`config.mk`:
```
export PLATFORM = sky130hd
export DESIGN_NAME = tmrg_fifo
export DESIGN_NICKNAME = d
export VERILOG_FILES = /design/src/tmrg_pkg.sv /design/src/tmrg_fifo.sv
export SDC_FILE = /design/constraint.sdc
export NUM_CORES = 1
export LEC_CHECK = 0
export ABC_CLOCK_PERIOD_IN_PS = 20200
export BUFFER_PORTS_ARGS = -buffer_cell sky130_fd_sc_hd__buf_4
export CAP_MARGIN = 20
export CORE_AREA = 2 2 233 235
export DETAILED_ROUTE_END_ITERATION = 10
export DIE_AREA = 0 0 235 237
export SETUP_SLACK_MARGIN = 0.1
export SLEW_MARGIN = 10
export SYNTH_ARGS = -nofsm -noshare
export SYNTH_HDL_FRONTEND = slang
export SYNTH_SLANG_ARGS = --single-unit
```
`constraint.sdc`:
```
create_clock -name clk -period 20.2 [get_ports clk]
set_input_delay 0 -clock clk [delete_from_list [all_inputs] [get_ports clk]]
set_output_delay 0 -clock clk [all_outputs]
set_load 0.1 [all_outputs]
```
`src/tmrg_pkg.sv`:
```
`timescale 1ns / 1ps
// ----------------------------------------------------------------------------
// tmrg_pkg: shared types and constants of the tube mesh ring generator
// Coordinate formats, internal arithmetic widths and the job record that
// travels from the front end to the back end.
// ----------------------------------------------------------------------------
package tmrg_pkg;

	// coordinate format: signed, FRAC_BITS fraction bits
	localparam int CW        = 24;
	localparam int FRAC_BITS = 12;
	localparam int DW        = CW + 1;          // tangent component width

	// radius register
	localparam int RADIUS_W     = 16;
	localparam int RADIUS_FRAC  = 12;
	localparam int RADIUS_RESET = 410;

	// normalized magnitudes stay below 2^NM_W
	localparam int NM_W   = 30;
	localparam int SQ_W   = 2 * NM_W + 2;       // sum of three squares
	localparam int RAD_W  = 64;                 // square root radicand
	localparam int RT_W   = 31;                 // square root result
	localparam int A_W    = RT_W;               // ratio numerator
	localparam int NUM_W  = A_W + 17;           // (a << 16) + r/2
	localparam int QUO_W  = 17;                 // ratio quotient bits

	// cosines and sines: 16 fraction bits, one = 65536
	localparam int TRIG_W   = 18;
	localparam int TRIG_ONE = 65536;

	// offsets
	localparam int PROD_W = 2 * TRIG_W;
	localparam int PM_W   = 33;                 // |product| <= 2^32
	localparam int MR_W   = PM_W + RADIUS_W;
	localparam int SCALE_SH = 32 + RADIUS_FRAC - FRAC_BITS;
	localparam int OFF_W  = 18;
	localparam int SUM_W  = ((CW > OFF_W) ? CW : OFF_W) + 1;

	// stream payload
	localparam int TDATA_W = ((3 * CW + 7) / 8) * 8;
	localparam int TUSER_W = 4;

	typedef logic signed [CW-1:0] coord_t;
	typedef logic signed [DW-1:0] diff_t;

	// one closed window: ring centres and tangents
	typedef struct packed {
		coord_t [2:0] p1;
		coord_t [2:0] p2;
		diff_t  [2:0] d1;
		diff_t  [2:0] d2;
	} job_t;

	// queue status seen by both sides
	typedef struct packed {
		logic full;
		logic empty;
	} q_stat_t;

endpackage

```
`src/tmrg_fifo.sv`:
```
`timescale 1ns / 1ps
// ----------------------------------------------------------------------------
// tmrg_fifo: two-entry job queue
// Decouples the point front end from the ring back end.
// ----------------------------------------------------------------------------
module tmrg_fifo (
	input  logic              clk,
	input  logic              arst_n,
	input  logic              push,
	input  tmrg_pkg::job_t    wdata,
	input  logic              pop,
	output tmrg_pkg::job_t    rdata,
	output tmrg_pkg::q_stat_t stat
);

	tmrg_pkg::job_t mem_q [2];
	logic           wp_q;
	logic           rp_q;
	logic [1:0]     cnt_q;

	// storage
	always_ff @(posedge clk) begin
		if (push) begin
			mem_q[wp_q] <= wdata;
		end
	end

	// pointers and fill level
	always_ff @(posedge clk or negedge arst_n) begin
		if (!arst_n) begin
			wp_q  <= 1'b0;
			rp_q  <= 1'b0;
			cnt_q <= 2'd0;
		end else begin
			if (push) begin
				wp_q <= ~wp_q;
			end
			if (pop) begin
				rp_q <= ~rp_q;
			end
			cnt_q <= cnt_q + 2'(push) - 2'(pop);
		end
	end

	assign rdata      = mem_q[rp_q];
	assign stat.full  = (cnt_q == 2'd2);
	assign stat.empty = (cnt_q == 2'd0);

endmodule

```
==> impl_metrics.yaml <==
min_path:
  hp-start: "wdata[289]"
  hold_path_class: "in2reg"
  holdPathStages: 2
  min_to: "mem_q[0][289]"
detailed_routing:
  drt_iter0_markers: 626
  wl_per_cell_um: 20.48
  antenna_left: 0
  route.detailed.drc: 0
  dr_total_vias: 12141
  first_pass_iters: 4
  wl_um: 53320
  viasPerCell: 4.662
sta:
  max_freq_mhz: 246.5
  tns_ps: 0
  worstMarginPinSlew_ps: 1046
  finalMaxSlewViolations: 0
  period_share_pct: 20.08
  worst_slack_ps: 16140
  slew_headroom_pct: 30.27
  fin_crit_ps: 4057
  finClkSkew_ps: 19.58
  hold_viol_final: 0
  rsz0062_at_grt: "false"
  setup_violations: 0
  holdWs_ps: 122.1
worst_setup_path:
  required_ps: 20200
  slowest_delay_ps: 1000
  crit_path_frequent_cell: "buf_4"
  cp_cell_sequence: "buf_4 -> buf_4 -> mux2_2 -> buf_4"
  cp_max_fo: 67
  r2r-start: "wp_q"
  r2r_cells: 3
  critPathCaptureType: "output pin"
  crit_slowest_cell: "dfrtp_4"
  start_kind: "register"
  arrival_ps: 4060
  reg2reg_to: "mem_q[1][90]"
  path_class: "reg2out"
  regToRegSetupSlack_ps: 16790
place:
  pre_cts_slack_ps: 16730
  io_buffers: 593
  dp_hpwl_um: 35350
  place_congestion: 0.8060
global_route:
  grt_pass1_wl_um: 77490
  antenna_found_initial: 3
  grt_max_degree: 150
  grt_overflow: 0
  track_usage_pct: 18.39
  grt_pass1_vias: 12918
floorplanning:
  start_util_pct: 40.51
  die_height_um: 237
  io-pin-count: 594
  num_rows: 85
  die_area_um2: 55700
  coreArea_um2: 53280
  dieWidth_um: 235
synthesis:
  synth_ff_type: "edfxtp_1"
  ys_seq_area_share_pct: 82.26
  async_flop_share_pct: 0.6757
  synth_top_area_share_pct: 81.80
  ys_top_cells_by_count: "588 x edfxtp_1, 273 x mux2_2, 29 x buf_6"
  syn_nets: 1230
  synth_area_um2: 21590
  synth_edf_count: 588
  yosysUniqueCellTypes: 14
  synth_cells: 930
  post-synth-top-count-cell: "edfxtp_1"
  yosysWarnings: 0
  synthTopCellsByArea: "edfxtp_1 82%, mux2_2 14%, buf_6 1.5%, mux2_4 1.4%, dfrtp_1 0.46%"
  avgSynthCellArea_um2: 23.21
  yosysTopAreaCell: "edfxtp_1"
  ys_ff_latch: 592
flow_run:
  maxCapViolCount: 0
cells_and_area:
  drive_gt1_share_pct: 51.47
  register_area_um2: 17760
  fillers: 3944
  nets: 2159
  area_growth_pct: 45.94
  multi_input_area_um2: 3485
clocking:
  cts-root-buf: "clkbuf_16"
  cts_tree: "yes"
  htree_levels: 2
  clk_latency_ps: 600
  post_cts_buffers: 0
  cts_resized: 0
  cts_buffer_depth: 3
  cts_sinks: 592
  cts_buffers: 59
  clkTransAtPathRegs_ps: 60
status:
  status: "completed"
[timing repair]
action | in CTS | in global routing
hold endpoints to repair | 596 | 0
hold buffers | 298 | 0
setup endpoints to repair | 0 | 0
[worst max path at each step]
stage / startpoint / endpoint / slack (ps) / depth (start not counted)
CTS: rp_q / rdata[132] / 16050 / 4
global route: rp_q / rdata[250] / 15930 / 4
finish: rp_q / rdata[152] / 16140 / 4
global placement: wp_q / mem_q[1][122] / 16760 / 3
floorplan: wp_q / mem_q[0][0] / 5860 / 1
detailed placement: wp_q / mem_q[1][122] / 16730 / 3
[critical path: cells and delay by family (launching register included)]
kind,cells,cell delay (ps)
flops,1,1000
mux,1,430
buf+inv,3,1900
[layer usage]
| metal | wire length, um | part of all wire (%) | track usage, % | vias to the layer above |
|---|---|---|---|---|
| li1 | - | - | - | 5587 |
| met4 | 2073 | 3.9 | 7.652 | 0 |
| met5 | 0 | 0 | 0 | - |
| met2 | 28170 | 53 | 32.99 | 395 |
| met3 | 3943 | 7.4 | 5.782 | 121 |
| met1 | 19130 | 36 | 20.09 | 6038 |
[cell type report]
class / instances / area share [%]
antenna: 4 / 0.03177
clock buffer: 70 / 4.953
clock inverter: 36 / 0.8698
inverter: 2 / 0.02383
multi-input combinational: 303 / 11.06
sequential: 592 / 56.38
tap: 696 / 2.764
timing repair buffer: 901 / 23.92
[layout by cell type, fill, tap and decap left out, types with 2 or more instances in the layout]
master	n
inv_6	3
clkinvlp_4	8
inv_1	2
dfrtp_1	3
buf_12	2
ha_1	2
mux2_2	273
clkbuf_16	61
mux2_4	20
diode_2	4
dlygate4sd3_1	298
xor2_1	2
clkinv_4	2
edfxtp_1	588
buf_4	601
clkinv_2	4
clkinv_1	16
clkbuf_1	9
bufinv_16	3
[state kept, by name, summed over array words and instances, names as in the netlist]
name,count
mem_q,588
cnt_q,2
rp_q,1
wp_q,1
[through the flow]
step	cells	instance area, um^2	util, %
after floorplan	930	21590	-
after global placement	2196	26680	50.06
after detailed placement	2196	26680	50.06
after CTS	2600	31490	59.11
after global routing	2603	31500	59.12
final	2604	31500	59.12
[cells by family (layout without fill, tap and decap cells)]
group / Yosys count / count (layout) / share of synthesized area, %
fa+ha+maj: 2 / 2 / 0.1159
xor+xnor: 3 / 3 / 0.1913
simple gates: 4 / 4 / 0.1043
buf+inv: 35 / 1009 / 1.640
other cells: 0 / 4 / 0
mux: 294 / 294 / 15.69
flops: 592 / 592 / 82.26
Power is not shown: default switching activity piles up to over one toggle a cycle in this logic, so the estimate is an artifact.
