**src/tmrg_pkg.sv**
```systemverilog
`timescale 1ns / 1ps
// ----------------------------------------------------------------------------
// tmrg_pkg: shared types and constants of the tube mesh ring generator
// Coordinate formats, internal arithmetic widths and the job record that
// travels from the front end to the back end.
// ----------------------------------------------------------------------------
package tmrg_pkg;

	// coordinate format: signed, FRAC_BITS fraction bits
	localparam int CW        = 24;
	localparam int FRAC_BITS = 12;
	localparam int DW        = CW + 1;          // tangent component width

	// radius register
	localparam int RADIUS_W     = 16;
	localparam int RADIUS_FRAC  = 12;
	localparam int RADIUS_RESET = 410;

	// normalized magnitudes stay below 2^NM_W
	localparam int NM_W   = 30;
	localparam int SQ_W   = 2 * NM_W + 2;       // sum of three squares
	localparam int RAD_W  = 64;                 // square root radicand
	localparam int RT_W   = 31;                 // square root result
	localparam int A_W    = RT_W;               // ratio numerator
	localparam int NUM_W  = A_W + 17;           // (a << 16) + r/2
	localparam int QUO_W  = 17;                 // ratio quotient bits

	// cosines and sines: 16 fraction bits, one = 65536
	localparam int TRIG_W   = 18;
	localparam int TRIG_ONE = 65536;

	// offsets
	localparam int PROD_W = 2 * TRIG_W;
	localparam int PM_W   = 33;                 // |product| <= 2^32
	localparam int MR_W   = PM_W + RADIUS_W;
	localparam int SCALE_SH = 32 + RADIUS_FRAC - FRAC_BITS;
	localparam int OFF_W  = 18;
	localparam int SUM_W  = ((CW > OFF_W) ? CW : OFF_W) + 1;

	// stream payload
	localparam int TDATA_W = ((3 * CW + 7) / 8) * 8;
	localparam int TUSER_W = 4;

	typedef logic signed [CW-1:0] coord_t;
	typedef logic signed [DW-1:0] diff_t;

	// one closed window: ring centres and tangents
	typedef struct packed {
		coord_t [2:0] p1;
		coord_t [2:0] p2;
		diff_t  [2:0] d1;
		diff_t  [2:0] d2;
	} job_t;

	// queue status seen by both sides
	typedef struct packed {
		logic full;
		logic empty;
	} q_stat_t;

endpackage

```
**src/tmrg_front.sv**
```systemverilog
`timescale 1ns / 1ps
// ----------------------------------------------------------------------------
// tmrg_front: point window and job builder
// Holds the last three samples; a sample that closes a window becomes a job
// with both ring centres and both tangents.
// ----------------------------------------------------------------------------
module tmrg_front (
	input  logic                          clk,
	input  logic                          arst_n,
	input  logic                          s_tvalid,
	output logic                          s_tready,
	input  logic [tmrg_pkg::TDATA_W-1:0]  s_tdata,
	input  logic                          s_tuser,
	input  tmrg_pkg::q_stat_t             qstat,
	output logic                          push,
	output tmrg_pkg::job_t                job
);

	tmrg_pkg::coord_t [2:0] win_q [3];
	logic [1:0]             seen_q;
	logic [1:0]             eff_seen;
	logic                   accept;
	logic                   closes;
	tmrg_pkg::coord_t [2:0] p3;

	assign p3[0] = s_tdata[tmrg_pkg::CW-1:0];
	assign p3[1] = s_tdata[2*tmrg_pkg::CW-1:tmrg_pkg::CW];
	assign p3[2] = s_tdata[3*tmrg_pkg::CW-1:2*tmrg_pkg::CW];

	assign s_tready = !qstat.full;
	assign accept   = s_tvalid && s_tready;
	assign eff_seen = s_tuser ? 2'd0 : seen_q;
	assign closes   = (eff_seen == 2'd3);
	assign push     = accept && closes;

	// job: centres p1, p2; tangents p2 - p0 and p3 - p1
	always_comb begin
		job.p1 = win_q[1];
		job.p2 = win_q[2];
		for (int i = 0; i < 3; i++) begin
			job.d1[i] = tmrg_pkg::DW'($signed(win_q[2][i])) -
				tmrg_pkg::DW'($signed(win_q[0][i]));
			job.d2[i] = tmrg_pkg::DW'($signed(p3[i])) -
				tmrg_pkg::DW'($signed(win_q[1][i]));
		end
	end

	// window fill and slide
	always_ff @(posedge clk or negedge arst_n) begin
		if (!arst_n) begin
			seen_q <= 2'd0;
			for (int j = 0; j < 3; j++) begin
				win_q[j] <= '0;
			end
		end else if (accept) begin
			if (closes) begin
				win_q[0] <= win_q[1];
				win_q[1] <= win_q[2];
				win_q[2] <= p3;
			end else begin
				case (eff_seen)
					2'd0: win_q[0] <= p3;
					2'd1: win_q[1] <= p3;
					default: win_q[2] <= p3;
				endcase
				seen_q <= eff_seen + 2'd1;
			end
		end
	end

endmodule

```
**config.mk**
```make
export PLATFORM = sky130hd
export DESIGN_NAME = tmrg_front
export DESIGN_NICKNAME = d
export VERILOG_FILES = /design/src/tmrg_pkg.sv /design/src/tmrg_front.sv
export SDC_FILE = /design/constraint.sdc
export NUM_CORES = 1
export LEC_CHECK = 0
export ABC_AREA = 1
export BUFFER_PORTS_ARGS = -buffer_cell sky130_fd_sc_hd__buf_2
export CORE_ASPECT_RATIO = 0.75
export CORE_MARGIN = 3
export CORE_UTILIZATION = 46
export CTS_CLUSTER_SIZE = 30
export DETAILED_ROUTE_END_ITERATION = 10
export GPL_TIMING_DRIVEN = 0
export PLACE_DENSITY = 0.72
export RECOVER_POWER = 25
export SYNTH_ARGS = -nofsm -noshare
export SYNTH_HDL_FRONTEND = slang
export SYNTH_SLANG_ARGS = --single-unit
```
**constraint.sdc**
```tcl
create_clock -name clk -period 2.5 [get_ports clk]
set_input_delay 0.5 -clock clk [delete_from_list [all_inputs] [get_ports clk]]
set_output_delay 0.5 -clock clk [all_outputs]
set_load 0.01 [all_outputs]
```
==> impl_metrics.json, run 1 <==
{
  "hold_class": "primary input to flip-flop",
  "start_util_pct": 47.09,
  "p_seq_share_pct": 12.2,
  "worst_slack_ns": -0.5193,
  "top_level_ports": 374,
  "drt-met1-wl_mm": 38.20,
  "finClkSkew_ns": 0.01879,
  "drive_gt1_share_pct": 48.86,
  "cts_tree": "done",
  "wl_per_cell_um": 20.14,
  "setup_tns_ns": -39.36,
  "status": "finished, violations left",
  "cts.sinks": 218,
  "setup_viol": 134,
  "leakage_uw": 0.01745,
  "dpl_cell_area_um2": 23910,
  "final_cells": 4785,
  "required_ns": 2.00,
  "grt_use_total_pct": 35.25,
  "p_int_uw": 24440,
  "slew_headroom_pct": 2.773,
  "crit_cells": 11,
  "synth_edf_count": 0,
  "arrival_ns": 2.52,
  "cp_max_fo": 4,
  "mostFrequentLayoutCells": "nand2_1 (885), inv_1 (543), buf_4 (421)",
  "cp-end-kind": "primary output",
  "p_clk_share_pct": 7.4,
  "tightest_slew_ns": 1.458,
  "grt_first_pass_wirelength_mm": 134.0,
  "path_cells": "ha_4, fa_2, inv_2, nand2_2, nand2_2, nand3_2, nand2_4, nand2_1, nand2_1, xor2_1, buf_2",
  "rows": 67,
  "area_delta_synth_final_pct": 56.47,
  "dieHeight_um": 192.3,
  "grt_pass1_vias": 23751,
  "synth_top_family_by_area": "simple AND/OR/NAND/NOR gates",
  "insertion_delay_ns": 0.56,
  "die_w_um": 254.3,
  "synth-seq-cells": 218,
  "met2_length_mm": 42.60,
  "synthFlopType": "dfrtp_1",
  "drc_errors": 0,
  "fill_cells": 3225,
  "period_share_pct": 120.8,
  "dpl.hpwl_mm": 63.47,
  "fin_crit_ns": 3.019,
  "p_sw_uw": 25730,
  "rr_worst_depth": 5,
  "crit_type": "flip-flop to primary output",
  "synth_warnings": 0,
  "hold_end": "job[171]",
  "syn_inst": 3452,
  "crit_path_top_delay_cell": "dfrtp_1",
  "htree_levels": 1,
  "r2r_slack_ns": 0.15,
  "cts_buffer_depth": 3,
  "holdCritStartpoint": "s_tdata[21]",
  "ant_nets": 0,
  "gr-total-overflow": 0,
  "final_net_count": 4408,
  "wirelength_mm": 96.39,
  "slowest_delay_ns": 0.45,
  "cts_hold_buf": 0,
  "hold_viol": 0,
  "numCtsBuffers": 24,
  "maxSlewViolCount": 0,
  "violations": "setup timing",
  "grt_max_degree": 119,
  "syn-num-nets": 3681,
  "rsz0062_at_grt": "true",
  "synth_xor_area_share_pct": 3.170,
  "die_area_um2": 48900,
  "wl_met3_mm": 10.59,
  "synthArstFlopShare_pct": 100.0,
  "whs_path_depth": 2,
  "worstReg2RegEnd": "job[285]",
  "final_cell_area_um2": 33290,
  "peakVddDrop_mv": 0.8721,
  "yosys.area_share.simple_pct": 32.34,
  "cp_top_family": "adder cells",
  "seq_area_frac_synth_pct": 25.64,
  "dpl.cell_count": 4411,
  "drtIter0Drc": 2914,
  "synthMuxAreaShare_pct": 3.493,
  "portBuffers": 372,
  "synth-compound-area-share_pct": 7.633,
  "ys_types": 31,
  "pwr_density_cell_nw_per_um2": 1507,
  "p_sw_share_pct": 51.28,
  "cap_viol_max_count": 0,
  "p_comb_share_pct": 80.4,
  "coreArea_um2": 45180,
  "critical_path.startpoint_type": "flip-flop",
  "gp_congestion": 1.026,
  "via_per_inst": 5.489,
  "vias": 26266,
  "syn_area_um2": 21280,
  "path_buf_inv": 2,
  "grt_antenna_before_repair": 5,
  "fmax_mhz": 331.2,
  "root_buffer": "clkbuf_16",
  "layout_commonest_cell": "nand2_1",
  "clk_pin_slew_worst_paths_ns": 0.06,
  "top_layer_used": "met5",
  "avgSynthCellArea_um2": 6.164,
  "r2r_start": "seen_q[0]",
  "synthAdderAreaFrac_pct": 9.091,
  "first_pass_iters": 6
}
-- power groups by stage --
stage          clock network (µW)  registers (µW)  logic, µW
2_1_floorplan                   0            5570      15700
4_1_cts                      3700            5960      34500
5_1_grt                      3840            6200      42600
3_5_place_dp                    0            6080      24200
3_3_place_gp                    0            6080      24100
6_report                     3710            6110      40300
-- logic make-up after synthesis --
| kind of cell | Yosys count |
|---|---|
| AO/OA/AOI/OAI | 305 |
| flip-flops | 218 |
| XOR/XNOR | 77 |
| adder cells (fa/ha/maj) | 151 |
| AND/OR/NAND/NOR | 1737 |
| multiplexers | 66 |
| buffers and inverters | 898 |
-- area by class of cell --
cell class	instances	area, µm²	share of cell area (%)
timing repair buffer	701	4915	14.76
buffer	205	1373	4.123
tap	586	733.2	2.202
clock buffer	35	713.2	2.142
antenna	3	7.507	0.02255
multi-input combinational	2336	17320	52.03
clock inverter	8	70.07	0.2105
inverter	693	2624	7.881
sequential	218	5537	16.63
-- cells in the mapped netlist (all sizes together), types with 25 or more instances --
| cell | number | area, µm² |
|---|---|---|
| nand2 | 1279 | 4803 |
| inv | 693 | 2601 |
| nor2 | 259 | 977.2 |
| dfrtp | 218 | 5455 |
| buf | 180 | 1269 |
| o21ai | 157 | 785.8 |
| ha | 145 | 1814 |
| nand3 | 122 | 610.6 |
| a21oi | 76 | 380.4 |
| xor2 | 70 | 613.1 |
| a31oi | 66 | 412.9 |
| mux2 | 66 | 743.2 |
| nand4 | 37 | 231.5 |
| clkbuf | 25 | 93.84 |
-- metal layers --
| layer | global-route usage (%) | vias to the layer above |
|---|---|---|
| met5 | 0 | - |
| li1 | - | 11849 |
| met4 | 11.06 | 6 |
| met3 | 5.228 | 385 |
| met1 | 49.61 | 12267 |
| met2 | 55.88 | 1759 |
-- worst max path at each step --
stage / startpoint / to / slack, ns
floorplan: s_tdata[48] / job[62] / 0.14
global placement: arst_n / job[168] / -2.93
detailed placement: s_tdata[48] / job[62] / -0.46
CTS: job[270] / job[62] / -0.50
global route: job[150] / job[91] / -0.56
finish: job[246] / job[37] / -0.52
-- metrics by stage --
stage,worst slack (ns),utilization [%],total power (µW),hold slack [ns]
finish,-0.5193,73.68,50170,0.2287
global route,-0.5565,73.67,52650,0.2452
CTS,-0.5019,68.63,44120,0.009098
floorplan,0.1436,-,21310,0.2044
global placement,-2.930,52.83,30170,0.4800
detailed placement,-0.4581,52.91,30300,0.4845
-- registers in the layout (all words and copies together), names as in the netlist --
| signal | count |
|---|---|
| job | 144 |
| seen_q | 2 |
| win_q | 72 |
-- timing repair --
action                      CTS  global route
pin swaps                   309           344
gates resized for setup    1026           460
setup endpoints to repair   144           159
setup buffers               239            97
No activity file was read; power rests on OpenSTA's default activity.
==> run 2, diff against run 1 <==
--- a/config.mk
+++ b/config.mk
@@ -14,7 +14,8 @@
 export DETAILED_ROUTE_END_ITERATION = 10
 export GPL_TIMING_DRIVEN = 0
 export PLACE_DENSITY = 0.72
-export RECOVER_POWER = 25
+export RECOVER_POWER = 100
+export SETUP_SLACK_MARGIN = 0.02
 export SYNTH_ARGS = -nofsm -noshare
 export SYNTH_HDL_FRONTEND = slang
 export SYNTH_SLANG_ARGS = --single-unit
==> constraint.sdc (replaced) <==
create_clock -name clk -period 2.5 [get_ports clk]
set_input_delay 0.125 -clock clk [delete_from_list [all_inputs] [get_ports clk]]
set_output_delay 0.125 -clock clk [all_outputs]
set_load 0.01 [all_outputs]
==> run 2 against run 1 <==
  * Hold slack worse by 0.036 ns
  * Critical path type unchanged
  * The flow still finishes with violations (setup timing)
  * Sequential power grew 1%
  * Clock-buffer cell count unchanged
  * Flip-flop and latch count unchanged
  * Worst setup slack better by 0.37 ns
  * Critical endpoint is now job[62]
  * Maximum frequency grew 14%
  * Largest power group unchanged
  * Register-to-register slack hardly changed
  * Via count shrank 6.1%
  * Die area stayed put
==> impl_metrics.json, run 2 (synthesis gave the netlist of run 1 again) <==
{
  "status": "finished, violations left",
  "violations": "setup timing",
  "grt_first_pass_wirelength_mm": 124.0,
  "insertion_delay_ns": 0.55,
  "cts_tree": "done",
  "grt_antenna_before_repair": 0,
  "whs_path_depth": 5,
  "fmax_mhz": 377.6,
  "wl_per_cell_um": 18.51,
  "drc_errors": 0,
  "setup_tns_ns": -1.190,
  "holdWs_ns": 0.1923,
  "dieHeight_um": 192.3,
  "crit_type": "flip-flop to primary output",
  "coreArea_um2": 45180,
  "rr_worst_depth": 10,
  "area_delta_synth_final_pct": 43.32,
  "power_uw": 43190,
  "cp_max_fo": 4,
  "drtIter0Drc": 2310,
  "finClkSkew_ns": 0.01405,
  "cts.sinks": 218,
  "portBuffers": 372,
  "slew_headroom_pct": 0.8249,
  "die_w_um": 254.3,
  "first_pass_iters": 7,
  "start_util_pct": 47.09,
  "cp-end-kind": "primary output",
  "ant_nets": 0,
  "via_per_inst": 5.253,
  "mostFrequentLayoutCells": "nand2_1 (1068), inv_1 (636), buf_2 (342)",
  "leakage_uw": 0.01619,
  "wirelength_mm": 86.86,
  "gp_congestion": 1.026,
  "hold_class": "primary input to flip-flop",
  "setup_viol": 24,
  "peakVddDrop_mv": 1.014,
  "layout_commonest_cell": "nand2_1",
  "dpl_cell_area_um2": 23910,
  "tightest_slew_ns": 1.488,
  "maxSlewViolCount": 0,
  "grt_pass1_vias": 21664,
  "worst_slack_ns": -0.1485,
  "root_buffer": "clkbuf_16",
  "fin_crit_ns": 2.649,
  "grt_use_total_pct": 32.60,
  "vias": 24654,
  "numCtsBuffers": 24,
  "drive_gt1_share_pct": 34.25,
  "grt_max_degree": 119,
  "clk_pin_slew_worst_paths_ns": 0.07,
  "die_area_um2": 48900,
  "cts_buffer_depth": 3,
  "required_ns": 2.38,
  "critical_path.startpoint_type": "flip-flop",
  "cap_viol_max_count": 0,
  "pwr_density_cell_nw_per_um2": 1416,
  "largest_register_ff_count": 144,
  "top_level_ports": 374,
  "gr-total-overflow": 0,
  "rows": 67,
  "final_net_count": 4317,
  "hold_viol": 0,
  "rsz0062_at_grt": "true",
  "htree_levels": 1,
  "final_cell_area_um2": 30490,
  "period_share_pct": 105.9,
  "dpl.hpwl_mm": 63.47,
  "pre_cts_slack_ns": -0.01214,
  "arrival_ns": 2.52
}
## run 2: cell count changes in the layout (fill, tap and decap cells not counted), sizes merged
cell | previous run | this run
diode | 3 | 2
dlygate4sd3 | 0 | 74
clkbuf | 61 | 158
buf | 880 | 618
## run 2: routing by layer
layer / routed length (µm) / vias to the layer above / track usage [%] / part of all wire (%)
met2: 38420 / 1219 / 50.60 / 44
met5: 83 / - / 0 / 0.096
met4: 2492 / 2 / 7.030 / 2.9
li1: - / 11664 / - / -
met3: 8503 / 173 / 5.241 / 9.8
met1: 37360 / 11596 / 47.71 / 43
## run 2: final timing paths
path	startpoint	end	slack, ns
min in group asynchronous	arst_n	job[182]	0.43
hold reg to reg	seen_q[0]	seen_q[0]	0.53
setup reg to reg	seen_q[0]	win_q[196]	0.15
setup / recovery	job[270]	job[62]	-0.15
hold / removal	s_tvalid	seen_q[1]	0.19
max in group asynchronous	arst_n	job[152]	0.70
## run 2: worst max-delay path: stages (launching register included)
cell and delay [ns]:
dfrtp_1 0.42, ha_4 0.18, fa_2 0.38, inv_2 0.08
nand2_2 0.05, nand2_2 0.08, nand3_2 0.09, nand2_4 0.12
nand2_2 0.06, nand2_2 0.10, xor2_2 0.23, buf_2 0.18
## run 2: layout make-up
class	count	area, µm²
Antenna cell	2	5.005
Buffer	205	1340
Clock buffer	35	713.2
Clock inverter	8	70.07
Fill cell	3828	14690
Inverter	693	2601
Multi-Input combinational cell	2336	15610
Sequential cell	218	5479
Tap cell	586	733.2
Timing Repair Buffer	610	3945
## run 2: repair_timing
item	4_1_cts	5_1_grt
endpoints found under the setup margin	123	114
pin swaps	58	154
setup buffers	39	125
hold buffers	74	0
gates resized for setup	414	490
endpoints found under the hold margin	278	0
## run 2: through the flow
step	utilization (%)	instances
finish	67.49	4693
global route	67.48	4691
CTS	61.56	4567
detailed placement	52.91	4411
global placement	52.83	4410
floorplan	-	3452
## run 2: power breakdown
group | switching (µW) | total [µW] | internal, µW | leakage, µW
Clock | 1620 | 3690 | 2080 | 0.000384
Sequential | 1350 | 6190 | 4840 | 0.00256
Combinational | 19400 | 33300 | 13900 | 0.0132
